[config.mk]
export PLATFORM = sky130hd
export DESIGN_NAME = console_line_editor_with_history_flat
export DESIGN_NICKNAME = d
export VERILOG_FILES = /design/src/sv/cle_pkg.sv /design/src/sv/cle_if.sv /design/src/sv/console_line_editor_with_history.sv /design/src/flat_wrapper.sv
export VERILOG_INCLUDE_DIRS = /design/src /design/src/sv
export SDC_FILE = /design/constraint.sdc
export NUM_CORES = 2
export LEC_CHECK = 0
export ABC_CLOCK_PERIOD_IN_PS = 10600
export BUFFER_PORTS_ARGS = -buffer_cell sky130_fd_sc_hd__buf_2
export CAP_MARGIN = 40
export CORE_MARGIN = 2
export CORE_UTILIZATION = 45
export DETAILED_ROUTE_END_ITERATION = 16
export GPL_ROUTABILITY_DRIVEN = 0
export PLACE_DENSITY = 0.63
export RECOVER_POWER = 25
export SYNTH_ARGS = -nofsm -noshare
export SYNTH_HDL_FRONTEND = slang
export SYNTH_SLANG_ARGS = --single-unit
[constraint.sdc]
create_clock -name clk -period 10.6 [get_ports clk]
set_input_delay 1.59 -clock clk [delete_from_list [all_inputs] [get_ports clk]]
set_output_delay 1.59 -clock clk [all_outputs]
set_load 0.05 [all_outputs]
[src/sv/console_line_editor_with_history_macros.svh]
// ---------------------------------------------------------------------------
// Assertion macros for the console line editor
// Shared forms of concurrent checks, clocked on the rising edge and
// disabled while the synchronous active-low reset is held.
// ---------------------------------------------------------------------------
`ifndef CONSOLE_LINE_EDITOR_WITH_HISTORY_MACROS_SVH
`define CONSOLE_LINE_EDITOR_WITH_HISTORY_MACROS_SVH

// Whenever ante holds in a cycle, cons holds in the same cycle.
`define CLE_ASSERT_SAME(lbl, clk, rstn, ante, cons) \
  lbl: assert property (@(posedge clk) disable iff (!rstn) (ante) |-> (cons)) \
    else $error("line editor check failed");

// Whenever ante holds in a cycle, cons holds in the following cycle.
`define CLE_ASSERT_NEXT(lbl, clk, rstn, ante, cons) \
  lbl: assert property (@(posedge clk) disable iff (!rstn) (ante) |=> (cons)) \
    else $error("line editor check failed");

`endif

[src/sv/cle_pkg.sv]
// ---------------------------------------------------------------------------
// Console line editor package
// Result kinds, character codes, escape phases and the sequencer states.
// ---------------------------------------------------------------------------
package cle_pkg;

  typedef logic [1:0] cle_kind_t;

  localparam cle_kind_t KIND_ECHO  = 2'd0;
  localparam cle_kind_t KIND_ERASE = 2'd1;
  localparam cle_kind_t KIND_LINE  = 2'd2;
  localparam cle_kind_t KIND_END   = 2'd3;

  localparam logic [7:0] CH_BS       = 8'h08;
  localparam logic [7:0] CH_LF       = 8'h0a;
  localparam logic [7:0] CH_CR       = 8'h0d;
  localparam logic [7:0] CH_ESC      = 8'h1b;
  localparam logic [7:0] CH_PRINT_LO = 8'h20;
  localparam logic [7:0] CH_UP       = 8'h41;
  localparam logic [7:0] CH_DOWN     = 8'h42;
  localparam logic [7:0] CH_CSI      = 8'h5b;
  localparam logic [7:0] CH_PRINT_HI = 8'h7e;
  localparam logic [7:0] CH_DEL      = 8'h7f;

  typedef logic [1:0] cle_esc_t;

  localparam cle_esc_t ESC_NONE = 2'd0;
  localparam cle_esc_t ESC_SEEN = 2'd1;
  localparam cle_esc_t ESC_CSI  = 2'd2;

  typedef enum logic [2:0] {
    ST_IDLE,
    ST_DEC,
    ST_LINE,
    ST_END,
    ST_ERASE,
    ST_ECHO
  } cle_state_t;

endpackage

[src/sv/cle_if.sv]
// ---------------------------------------------------------------------------
// Console line editor channels
// Valid/ready channels for received bytes and for editor results.
// ---------------------------------------------------------------------------
interface cle_in_if;
  logic       valid;
  logic       ready;
  logic [7:0] rx_byte;

  modport source (output valid, output rx_byte, input ready);
  modport sink   (input valid, input rx_byte, output ready);
endinterface

interface cle_out_if;
  logic       valid;
  logic       ready;
  logic [1:0] kind;
  logic [7:0] out_byte;
  logic [4:0] line_length;
  logic       last;

  modport source (output valid, output kind, output out_byte, output line_length,
                  output last, input ready);
  modport sink   (input valid, input kind, input out_byte, input line_length,
                  input last, output ready);
endinterface

[src/sv/console_line_editor_with_history.sv]
// ---------------------------------------------------------------------------
// Console line editor with history
// Edits one terminal line from received bytes, echoes edits, emits finished
// lines and recalls earlier lines with the up and down arrow sequences.
// ---------------------------------------------------------------------------
//
//   channel  | direction | payload                                | beat
//   ---------+-----------+----------------------------------------+--------------------
//   in_ch    | sink      | rx_byte                                | one received byte
//   out_ch   | source    | kind, out_byte, line_length, last      | one result
//
// A byte is taken in the idle state and decoded in the decode state, which waits
// while out_ch is stalled; a byte with one or no result finishes there. Line end
// and history browsing then produce one result per cycle while out_ch is ready,
// paced by the single read port of the line or history memory.
// A stall on out_ch holds the sequencer and the registered read data in place.
// Reset clears the control state only; both memories hold garbage until written.
// ---------------------------------------------------------------------------
`include "console_line_editor_with_history_macros.svh"

module console_line_editor_with_history #(
  parameter int LINE_CAP      = 32,
  parameter int HISTORY_DEPTH = 5
) (
  input logic       clk,
  input logic       rst_n,
  cle_in_if.sink    in_ch,
  cle_out_if.source out_ch
);
  import cle_pkg::*;

  // Line length never exceeds LINE_CAP-1, history count reaches HISTORY_DEPTH.
  localparam int LEN_W   = $clog2(LINE_CAP);
  localparam int CNT_W   = $clog2(HISTORY_DEPTH + 1);
  localparam int SLOT_W  = (HISTORY_DEPTH > 1) ? $clog2(HISTORY_DEPTH) : 1;
  localparam int SUM_W   = CNT_W + 1;
  localparam int HDEPTH  = HISTORY_DEPTH * LINE_CAP;
  localparam int HA_W    = (HDEPTH > 2) ? $clog2(HDEPTH) : 1;

  // Storage: the line being edited and the history ring, each a memory with
  // one write and one registered read per cycle. Lengths of the ring entries
  // are a handful of flops.
  logic [7:0]       line_mem [LINE_CAP];
  logic [7:0]       hist_mem [HDEPTH];
  logic [LEN_W-1:0] hlen_r   [HISTORY_DEPTH];
  logic [7:0]       line_rd_r;
  logic [7:0]       hist_rd_r;

  logic             line_we, line_re;
  logic [LEN_W-1:0] line_wa, line_ra;
  logic [7:0]       line_wd;
  logic             hist_we, hist_re;
  logic [HA_W-1:0]  hist_wa, hist_ra;
  logic             hlen_we;

  // Control state.
  cle_state_t        state_r, state_nxt;
  cle_esc_t          esc_r, esc_nxt;
  logic              cr_r, cr_nxt;
  logic [LEN_W-1:0]  len_r, len_nxt;
  logic [CNT_W-1:0]  hcnt_r, hcnt_nxt;
  logic [SLOT_W-1:0] hnext_r, hnext_nxt;
  logic [CNT_W-1:0]  bpos_r, bpos_nxt;
  logic              out_valid_r, out_valid_nxt;

  // Working registers of the current byte.
  logic [7:0]        byte_r, byte_nxt;
  logic [LEN_W-1:0]  idx_r, idx_nxt;
  logic [LEN_W-1:0]  old_len_r, old_len_nxt;
  logic [LEN_W-1:0]  new_len_r, new_len_nxt;
  logic [HA_W-1:0]   hbase_r, hbase_nxt;

  // Output register.
  cle_kind_t         okind_r, okind_nxt;
  logic [7:0]        obyte_r, obyte_nxt;
  logic [4:0]        olen_r, olen_nxt;
  logic              olast_r, olast_nxt;

  // Ring slot of history position pos: the oldest entry sits at the next
  // write slot once the ring is full, and at slot zero before that.
  function automatic logic [SLOT_W-1:0] slot_of(input logic [CNT_W-1:0]  pos,
                                                input logic [CNT_W-1:0]  cnt,
                                                input logic [SLOT_W-1:0] nxt);
    logic [SUM_W-1:0] start;
    logic [SUM_W-1:0] sum;
    start = (cnt == CNT_W'(HISTORY_DEPTH)) ? SUM_W'(nxt) : '0;
    sum   = start + SUM_W'(pos);
    if (sum >= SUM_W'(HISTORY_DEPTH)) begin
      sum = sum - SUM_W'(HISTORY_DEPTH);
    end
    return SLOT_W'(sum);
  endfunction

  function automatic logic [HA_W-1:0] base_of(input logic [SLOT_W-1:0] slot);
    return HA_W'(HA_W'(slot) * HA_W'(LINE_CAP));
  endfunction

  logic              out_free;
  logic              key_up, key_dn, do_move;
  logic [CNT_W-1:0]  newp;
  logic [SLOT_W-1:0] nslot;
  logic [LEN_W-1:0]  nlen;
  logic [CNT_W-1:0]  cnt_after;
  logic              printable;

  assign out_free  = !out_valid_r || out_ch.ready;
  assign in_ch.ready = (state_r == ST_IDLE);

  assign key_up  = (byte_r == CH_UP);
  assign key_dn  = (byte_r == CH_DOWN);
  assign do_move = (key_up && bpos_r != '0) || (key_dn && bpos_r < hcnt_r);
  assign newp    = key_up ? CNT_W'(bpos_r - 1'b1) : CNT_W'(bpos_r + 1'b1);
  assign nslot   = slot_of(newp, hcnt_r, hnext_r);
  assign nlen    = (newp < hcnt_r) ? hlen_r[nslot] : '0;

  // Count after a non-empty line joins the ring; it saturates at the depth.
  assign cnt_after = (len_r != '0 && hcnt_r != CNT_W'(HISTORY_DEPTH)) ?
                     CNT_W'(hcnt_r + 1'b1) : hcnt_r;

  assign printable = (byte_r >= CH_PRINT_LO) && (byte_r <= CH_PRINT_HI);

  always_comb begin
    state_nxt     = state_r;
    esc_nxt       = esc_r;
    cr_nxt        = cr_r;
    len_nxt       = len_r;
    hcnt_nxt      = hcnt_r;
    hnext_nxt     = hnext_r;
    bpos_nxt      = bpos_r;
    byte_nxt      = byte_r;
    idx_nxt       = idx_r;
    old_len_nxt   = old_len_r;
    new_len_nxt   = new_len_r;
    hbase_nxt     = hbase_r;
    okind_nxt     = okind_r;
    obyte_nxt     = obyte_r;
    olen_nxt      = olen_r;
    olast_nxt     = olast_r;
    out_valid_nxt = out_valid_r && !out_ch.ready;

    line_we = 1'b0;
    line_wa = len_r;
    line_wd = byte_r;
    line_re = 1'b0;
    line_ra = '0;
    hist_we = 1'b0;
    hist_wa = hbase_r + HA_W'(idx_r);
    hist_re = 1'b0;
    hist_ra = hbase_r;
    hlen_we = 1'b0;

    unique case (state_r)
      ST_IDLE: begin
        if (in_ch.valid) begin
          byte_nxt  = in_ch.rx_byte;
          state_nxt = ST_DEC;
        end
      end

      ST_DEC: begin
        if (out_free) begin
          state_nxt = ST_IDLE;
          priority if (esc_r == ESC_SEEN) begin
            esc_nxt = (byte_r == CH_CSI) ? ESC_CSI : ESC_NONE;
          end else if (esc_r == ESC_CSI) begin
            esc_nxt = ESC_NONE;
            if (do_move) begin
              // Erase the shown line, then echo the recalled one from the ring.
              bpos_nxt    = newp;
              old_len_nxt = len_r;
              new_len_nxt = nlen;
              len_nxt     = nlen;
              hbase_nxt   = base_of(nslot);
              idx_nxt     = '0;
              if (len_r != '0) begin
                state_nxt = ST_ERASE;
              end else if (nlen != '0) begin
                hist_re   = 1'b1;
                hist_ra   = base_of(nslot);
                state_nxt = ST_ECHO;
              end
            end
          end else if (byte_r == CH_LF && cr_r) begin
            cr_nxt = 1'b0;
          end else begin
            cr_nxt = (byte_r == CH_CR);
            if (byte_r == CH_CR || byte_r == CH_LF) begin
              hbase_nxt = base_of(hnext_r);
              idx_nxt   = '0;
              if (len_r != '0) begin
                line_re   = 1'b1;
                line_ra   = '0;
                state_nxt = ST_LINE;
              end else begin
                state_nxt = ST_END;
              end
            end else if (byte_r == CH_BS || byte_r == CH_DEL) begin
              if (len_r != '0) begin
                len_nxt       = LEN_W'(len_r - 1'b1);
                out_valid_nxt = 1'b1;
                okind_nxt     = KIND_ERASE;
                obyte_nxt     = '0;
                olen_nxt      = '0;
                olast_nxt     = 1'b1;
              end
            end else if (byte_r == CH_ESC) begin
              esc_nxt = ESC_SEEN;
            end else if (printable && len_r < LEN_W'(LINE_CAP - 1)) begin
              line_we       = 1'b1;
              len_nxt       = LEN_W'(len_r + 1'b1);
              out_valid_nxt = 1'b1;
              okind_nxt     = KIND_ECHO;
              obyte_nxt     = byte_r;
              olen_nxt      = '0;
              olast_nxt     = 1'b1;
            end
          end
        end
      end

      ST_LINE: begin
        // The read data holds while stalled because no new read is issued.
        if (out_free) begin
          out_valid_nxt = 1'b1;
          okind_nxt     = KIND_LINE;
          obyte_nxt     = line_rd_r;
          olen_nxt      = '0;
          olast_nxt     = 1'b0;
          hist_we       = 1'b1;
          if (idx_r == LEN_W'(len_r - 1'b1)) begin
            state_nxt = ST_END;
          end else begin
            idx_nxt   = LEN_W'(idx_r + 1'b1);
            line_re   = 1'b1;
            line_ra   = LEN_W'(idx_r + 1'b1);
          end
        end
      end

      ST_END: begin
        if (out_free) begin
          out_valid_nxt = 1'b1;
          okind_nxt     = KIND_END;
          obyte_nxt     = '0;
          olen_nxt      = 5'(len_r);
          olast_nxt     = 1'b1;
          if (len_r != '0) begin
            hlen_we   = 1'b1;
            hnext_nxt = (hnext_r == SLOT_W'(HISTORY_DEPTH - 1)) ? '0 :
                        SLOT_W'(hnext_r + 1'b1);
          end
          hcnt_nxt  = cnt_after;
          bpos_nxt  = cnt_after;
          len_nxt   = '0;
          state_nxt = ST_IDLE;
        end
      end

      ST_ERASE: begin
        if (out_free) begin
          out_valid_nxt = 1'b1;
          okind_nxt     = KIND_ERASE;
          obyte_nxt     = '0;
          olen_nxt      = '0;
          olast_nxt     = 1'b0;
          if (idx_r == LEN_W'(old_len_r - 1'b1)) begin
            idx_nxt = '0;
            if (new_len_r == '0) begin
              olast_nxt = 1'b1;
              state_nxt = ST_IDLE;
            end else begin
              hist_re   = 1'b1;
              hist_ra   = hbase_r;
              state_nxt = ST_ECHO;
            end
          end else begin
            idx_nxt = LEN_W'(idx_r + 1'b1);
          end
        end
      end

      ST_ECHO: begin
        if (out_free) begin
          out_valid_nxt = 1'b1;
          okind_nxt     = KIND_ECHO;
          obyte_nxt     = hist_rd_r;
          olen_nxt      = '0;
          olast_nxt     = 1'b0;
          line_we       = 1'b1;
          line_wa       = idx_r;
          line_wd       = hist_rd_r;
          if (idx_r == LEN_W'(new_len_r - 1'b1)) begin
            olast_nxt = 1'b1;
            state_nxt = ST_IDLE;
          end else begin
            idx_nxt = LEN_W'(idx_r + 1'b1);
            hist_re = 1'b1;
            hist_ra = hbase_r + HA_W'(LEN_W'(idx_r + 1'b1));
          end
        end
      end

      default: begin
        state_nxt = ST_IDLE;
      end
    endcase
  end

  always_ff @(posedge clk) begin
    if (!rst_n) begin
      state_r     <= ST_IDLE;
      esc_r       <= ESC_NONE;
      cr_r        <= 1'b0;
      len_r       <= '0;
      hcnt_r      <= '0;
      hnext_r     <= '0;
      bpos_r      <= '0;
      out_valid_r <= 1'b0;
    end else begin
      state_r     <= state_nxt;
      esc_r       <= esc_nxt;
      cr_r        <= cr_nxt;
      len_r       <= len_nxt;
      hcnt_r      <= hcnt_nxt;
      hnext_r     <= hnext_nxt;
      bpos_r      <= bpos_nxt;
      out_valid_r <= out_valid_nxt;
    end
  end

  always_ff @(posedge clk) begin
    byte_r    <= byte_nxt;
    idx_r     <= idx_nxt;
    old_len_r <= old_len_nxt;
    new_len_r <= new_len_nxt;
    hbase_r   <= hbase_nxt;
    okind_r   <= okind_nxt;
    obyte_r   <= obyte_nxt;
    olen_r    <= olen_nxt;
    olast_r   <= olast_nxt;
  end

  always_ff @(posedge clk) begin
    if (line_we) begin
      line_mem[line_wa] <= line_wd;
    end
    if (line_re) begin
      line_rd_r <= line_mem[line_ra];
    end
  end

  always_ff @(posedge clk) begin
    if (hist_we) begin
      hist_mem[hist_wa] <= line_rd_r;
    end
    if (hist_re) begin
      hist_rd_r <= hist_mem[hist_ra];
    end
  end

  always_ff @(posedge clk) begin
    if (hlen_we) begin
      hlen_r[hnext_r] <= len_r;
    end
  end

  assign out_ch.valid       = out_valid_r;
  assign out_ch.kind        = okind_r;
  assign out_ch.out_byte    = obyte_r;
  assign out_ch.line_length = olen_r;
  assign out_ch.last        = olast_r;

  // The line never reaches its capacity, the browse position never passes
  // the history count, and the count saturates at the ring depth.
  `CLE_ASSERT_SAME(a_len_cap, clk, rst_n, 1'b1, len_r <= LEN_W'(LINE_CAP - 1))
  `CLE_ASSERT_SAME(a_bpos_cnt, clk, rst_n, 1'b1,
                   bpos_r <= hcnt_r && hcnt_r <= CNT_W'(HISTORY_DEPTH))
  // Streaming a line only runs on a non-empty line and inside its length.
  `CLE_ASSERT_SAME(a_line_idx, clk, rst_n, state_r == ST_LINE,
                   len_r != '0 && idx_r < len_r)
  // A line byte is always followed by more results, so it never closes a byte.
  `CLE_ASSERT_NEXT(a_line_not_last, clk, rst_n,
                   out_valid_nxt && okind_nxt == KIND_LINE, !olast_r)

endmodule

[src/flat_wrapper.sv]
// flat-port wrapper written by rule: the top's interface ports become plain ports
module console_line_editor_with_history_flat import cle_pkg::*;
#(
  parameter int LINE_CAP      = 32,
  parameter int HISTORY_DEPTH = 5
)
  (clk, rst_n, in_ch_valid, in_ch_rx_byte, in_ch_ready, out_ch_valid, out_ch_kind, out_ch_out_byte, out_ch_line_length, out_ch_last, out_ch_ready);
  cle_in_if in_ch_i ();
  cle_out_if out_ch_i ();
  input logic clk;
  input logic rst_n;
  input wire logic [$bits(in_ch_i.valid)-1:0] in_ch_valid;
  input wire logic [$bits(in_ch_i.rx_byte)-1:0] in_ch_rx_byte;
  output wire logic [$bits(in_ch_i.ready)-1:0] in_ch_ready;
  output wire logic [$bits(out_ch_i.valid)-1:0] out_ch_valid;
  output wire logic [$bits(out_ch_i.kind)-1:0] out_ch_kind;
  output wire logic [$bits(out_ch_i.out_byte)-1:0] out_ch_out_byte;
  output wire logic [$bits(out_ch_i.line_length)-1:0] out_ch_line_length;
  output wire logic [$bits(out_ch_i.last)-1:0] out_ch_last;
  input wire logic [$bits(out_ch_i.ready)-1:0] out_ch_ready;
  assign in_ch_i.valid = in_ch_valid;
  assign in_ch_i.rx_byte = in_ch_rx_byte;
  assign in_ch_ready = in_ch_i.ready;
  assign out_ch_valid = out_ch_i.valid;
  assign out_ch_kind = out_ch_i.kind;
  assign out_ch_out_byte = out_ch_i.out_byte;
  assign out_ch_line_length = out_ch_i.line_length;
  assign out_ch_last = out_ch_i.last;
  assign out_ch_i.ready = out_ch_ready;
  console_line_editor_with_history #(.LINE_CAP(LINE_CAP), .HISTORY_DEPTH(HISTORY_DEPTH)) u_core (.clk(clk), .rst_n(rst_n), .in_ch(in_ch_i), .out_ch(out_ch_i));
endmodule
==> flow_summary.ini <==
[critical_path]
worstSetupStartpointType = flop
critPathBufInv = 1
worst_r2r_path_depth = 1
worst_path_largest_cell_delay_ns = 5.64
worst_setup_path_end_kind = flop
critical_path_class = reg2reg
cp_depth = 1
cp_top_family = buffers and inverters
timing.critical_path.cells = clkbuf_1
critical_path.slowest_cell = clkbuf_1
worst-path-max-fanout = 161
cp.arrival_ns = 7.16
timing.critical_path.required_ns = 9.97

[final_layout]
layout_common_cells = 1619 x edfxtp_1, 572 x nand2_1, 305 x nor2_1
insertedDiodeCount = 0
fin_util_pct = 50.6
growth_of_design_area_from_synthesis_to_finish_pct = 11.8
layout.cells.most_common = edfxtp_1
share_of_layout_cells_above_drive_strength_1_pct = 10.7
stdcell_count = 6878
final_nets = 4772

[power]
power.density_cell_area_mw_per_mm2 = 217
static_leakage_nw = 24.5
post-layout-total-power_w = 0.0164
ir_worst_vdd_mv = 0.186

[synth]
syn-instance-count = 4716
unique_masters_post_synth = 85
synth_seq_cells = 1640
synth.largest_area_cell = edfxtp_1
post-synth-top-area-fraction_pct = 71.7
synth_fp_nets = 4754
postSynth.topFlopCell = edfxtp_1
yosysWarningCount = 0
synth_seq_area_share_pct = 72.3
postSynthAreaPerCell_um2 = 14.4
ys_top_cells_by_area = edfxtp_1 72%, mux2i_1 3.8%, nand2_1 3.2%
synth_area_mm2 = 0.0678
async_reset_ff_share_pct = 0
synth_enable_flop_cells = 1619

[cts]
clockRootBuffer = clkbuf_16
cts.reportedPaths.clkPinSlew_ns = 0.06
count_of_hold_fix_buffers_inserted_at_cts = 0
cts_resized = 0
cts.repair_timing.setup_buffer_count = 0
cts_buffers = 168
htree_levels = 4
cts.sinks = 1640
cts-root-to-sink-buffers = 3
tritoncts = done
worstSkewPairLatency_ns = 0.82

[routing]
drt-initial-drc-count = 5204
pre_repair_dr_iteration_count = 6
totalWireLength_um = 191000
detail_route.vias_per_cell = 6.14
post-route-drc-count = 0
num_vias = 42200
detail-route-antenna-nets = 0
wire_per_inst_um = 27.8

[global_route]
grt_start_max_net_pins = 162
grt_first_pass_wirelength_um = 278000
grt_pass1_vias = 40400
antenna_found_initial = 2
global_route.usage.total_pct = 24.6
globalRoute.totalOverflow = 0

[timing]
setup-violations-final = 0
timing.final.hold_violations = 0
final-max-slew-violation-count = 796
rsz0062_at_grt = false
worst_slew_pin_slew_ns = 8.45
fin_crit_ns = 7.80
hold_ws_ns = 0.502
final_clock_period_utilization_by_the_worst_path_pct = 73.6
timing.fmax_ghz = 0.128
totalNegativeSetupSlack_ns = 0
timing.clock.skew_ns = 0.0523
headroom_to_the_max_slew_limit_pct = -463

[outcome]
status = finished with violations
violated_checks = max-capacitance violations, max-slew violations

[die]
die_height_um = 392
placementRows = 142
io_pins = 30
die_area_mm2 = 0.154
chipWidth_um = 392
core_mm2 = 0.150
floorplan.initialDensity_pct = 45.3

[run]
drv_cap = 11

[min_path]
holdCritPathClass = reg2reg
min_path_cells = 2

[place]
port_buffers = 29
dp.cells = 6575
place.detailed.hpwl_um = 115000
cell usage after synthesis, types with 26 or more instances:
master and instances:
o221ai_1 29, a31oi_1 90, a32oi_1 34, mux4_2 49, a21oi_1 201, mux2_2 41
nor2_1 314, nand2_1 574, nand3_1 174, o21ai_0 127, buf_1 43, inv_1 33
mux2i_1 256, o211ai_1 40, nor3_1 79, nand4_1 28, buf_2 78, edfxtp_1 1619
clkbuf_1 202, nand2b_1 32, o22ai_1 26, and3_1 53, a211oi_1 142, and2_1 39
a221oi_1 62
metrics by stage:
stage | area (um2) | setup WS [ns]
2_1_floorplan | 67800 | 4.75
3_3_place_gp | 70200 | 4.05
3_5_place_dp | 70900 | 3.92
4_1_cts | 76000 | 3.90
5_1_grt | 75800 | 2.36
6_report | 75800 | 2.80
metal layers:
| layer | up-vias | GRT usage, % | wire [um] |
|---|---|---|---|
| met3 | 390 | 5.64 | 19000 |
| met1 | 21200 | 34.6 | 78100 |
| met4 | 2 | 8.94 | 6940 |
| li1 | 18400 | - | - |
| met2 | 2183 | 37.7 | 87000 |
| met5 | - | 0 | 13 |
sequential cells by signal, indices dropped and copies added, names as in the netlist:
register	flops
u_core.out_ch.line_length	5
u_core.new_len_r	5
u_core.line_rd_r	8
u_core.bpos_r	3
u_core.out_ch.out_byte	8
u_core.byte_r	8
u_core.idx_r	5
u_core.state_r	3
u_core.cr_r	1
u_core.hist_mem	1280
u_core.hlen_r	25
u_core.len_r	5
u_core.esc_r	2
u_core.out_ch.valid	1
u_core.out_ch.last	1
u_core.hnext_r	3
u_core.line_mem	256
u_core.old_len_r	5
u_core.hcnt_r	3
u_core.hbase_r	3
u_core.out_ch.kind	2
u_core.hist_rd_r	8
report_power, final:
part,switching [W],leakage (nW),internal (W),total [W]
clock,0.00252,2.50,0.00311,0.00563
sequential,0.0000881,14.8,0.00764,0.00773
combinational,0.00223,7.22,0.000852,0.00308
total,0.00483,24.5,0.0116,0.0164
area by class of cell:
cell class / count / area (um2)
fill: 12400 / 73900
sequential: 1640 / 49000
multi-input combinational: 2714 / 17600
clock buffer: 219 / 4430
tap: 2016 / 2520
timing repair buffer: 176 / 1400
clock inverter: 79 / 727
inverter: 34 / 129
cell families after synthesis:
kind of cell / share of synthesized area [%]
AOI/OAI and AO/OA: 9.55
and+or+nand+nor: 8.93
xor gates and xnor gates: 0.448
adders and majority gates: 0.502
muxes: 6.09
DFF: 72.3
buffers and inverters: 2.19
final timing paths:
path	slack, ns	to	start
min	0.50	u_core.esc_r[1]	u_core.esc_r[1]
min reg2reg	0.50	u_core.esc_r[1]	u_core.esc_r[1]
max reg2reg	2.80	u_core.hist_mem[117][5]	u_core.line_rd_r[5]
max	2.80	u_core.hist_mem[117][5]	u_core.line_rd_r[5]
(Power assumes the default switching activity.)
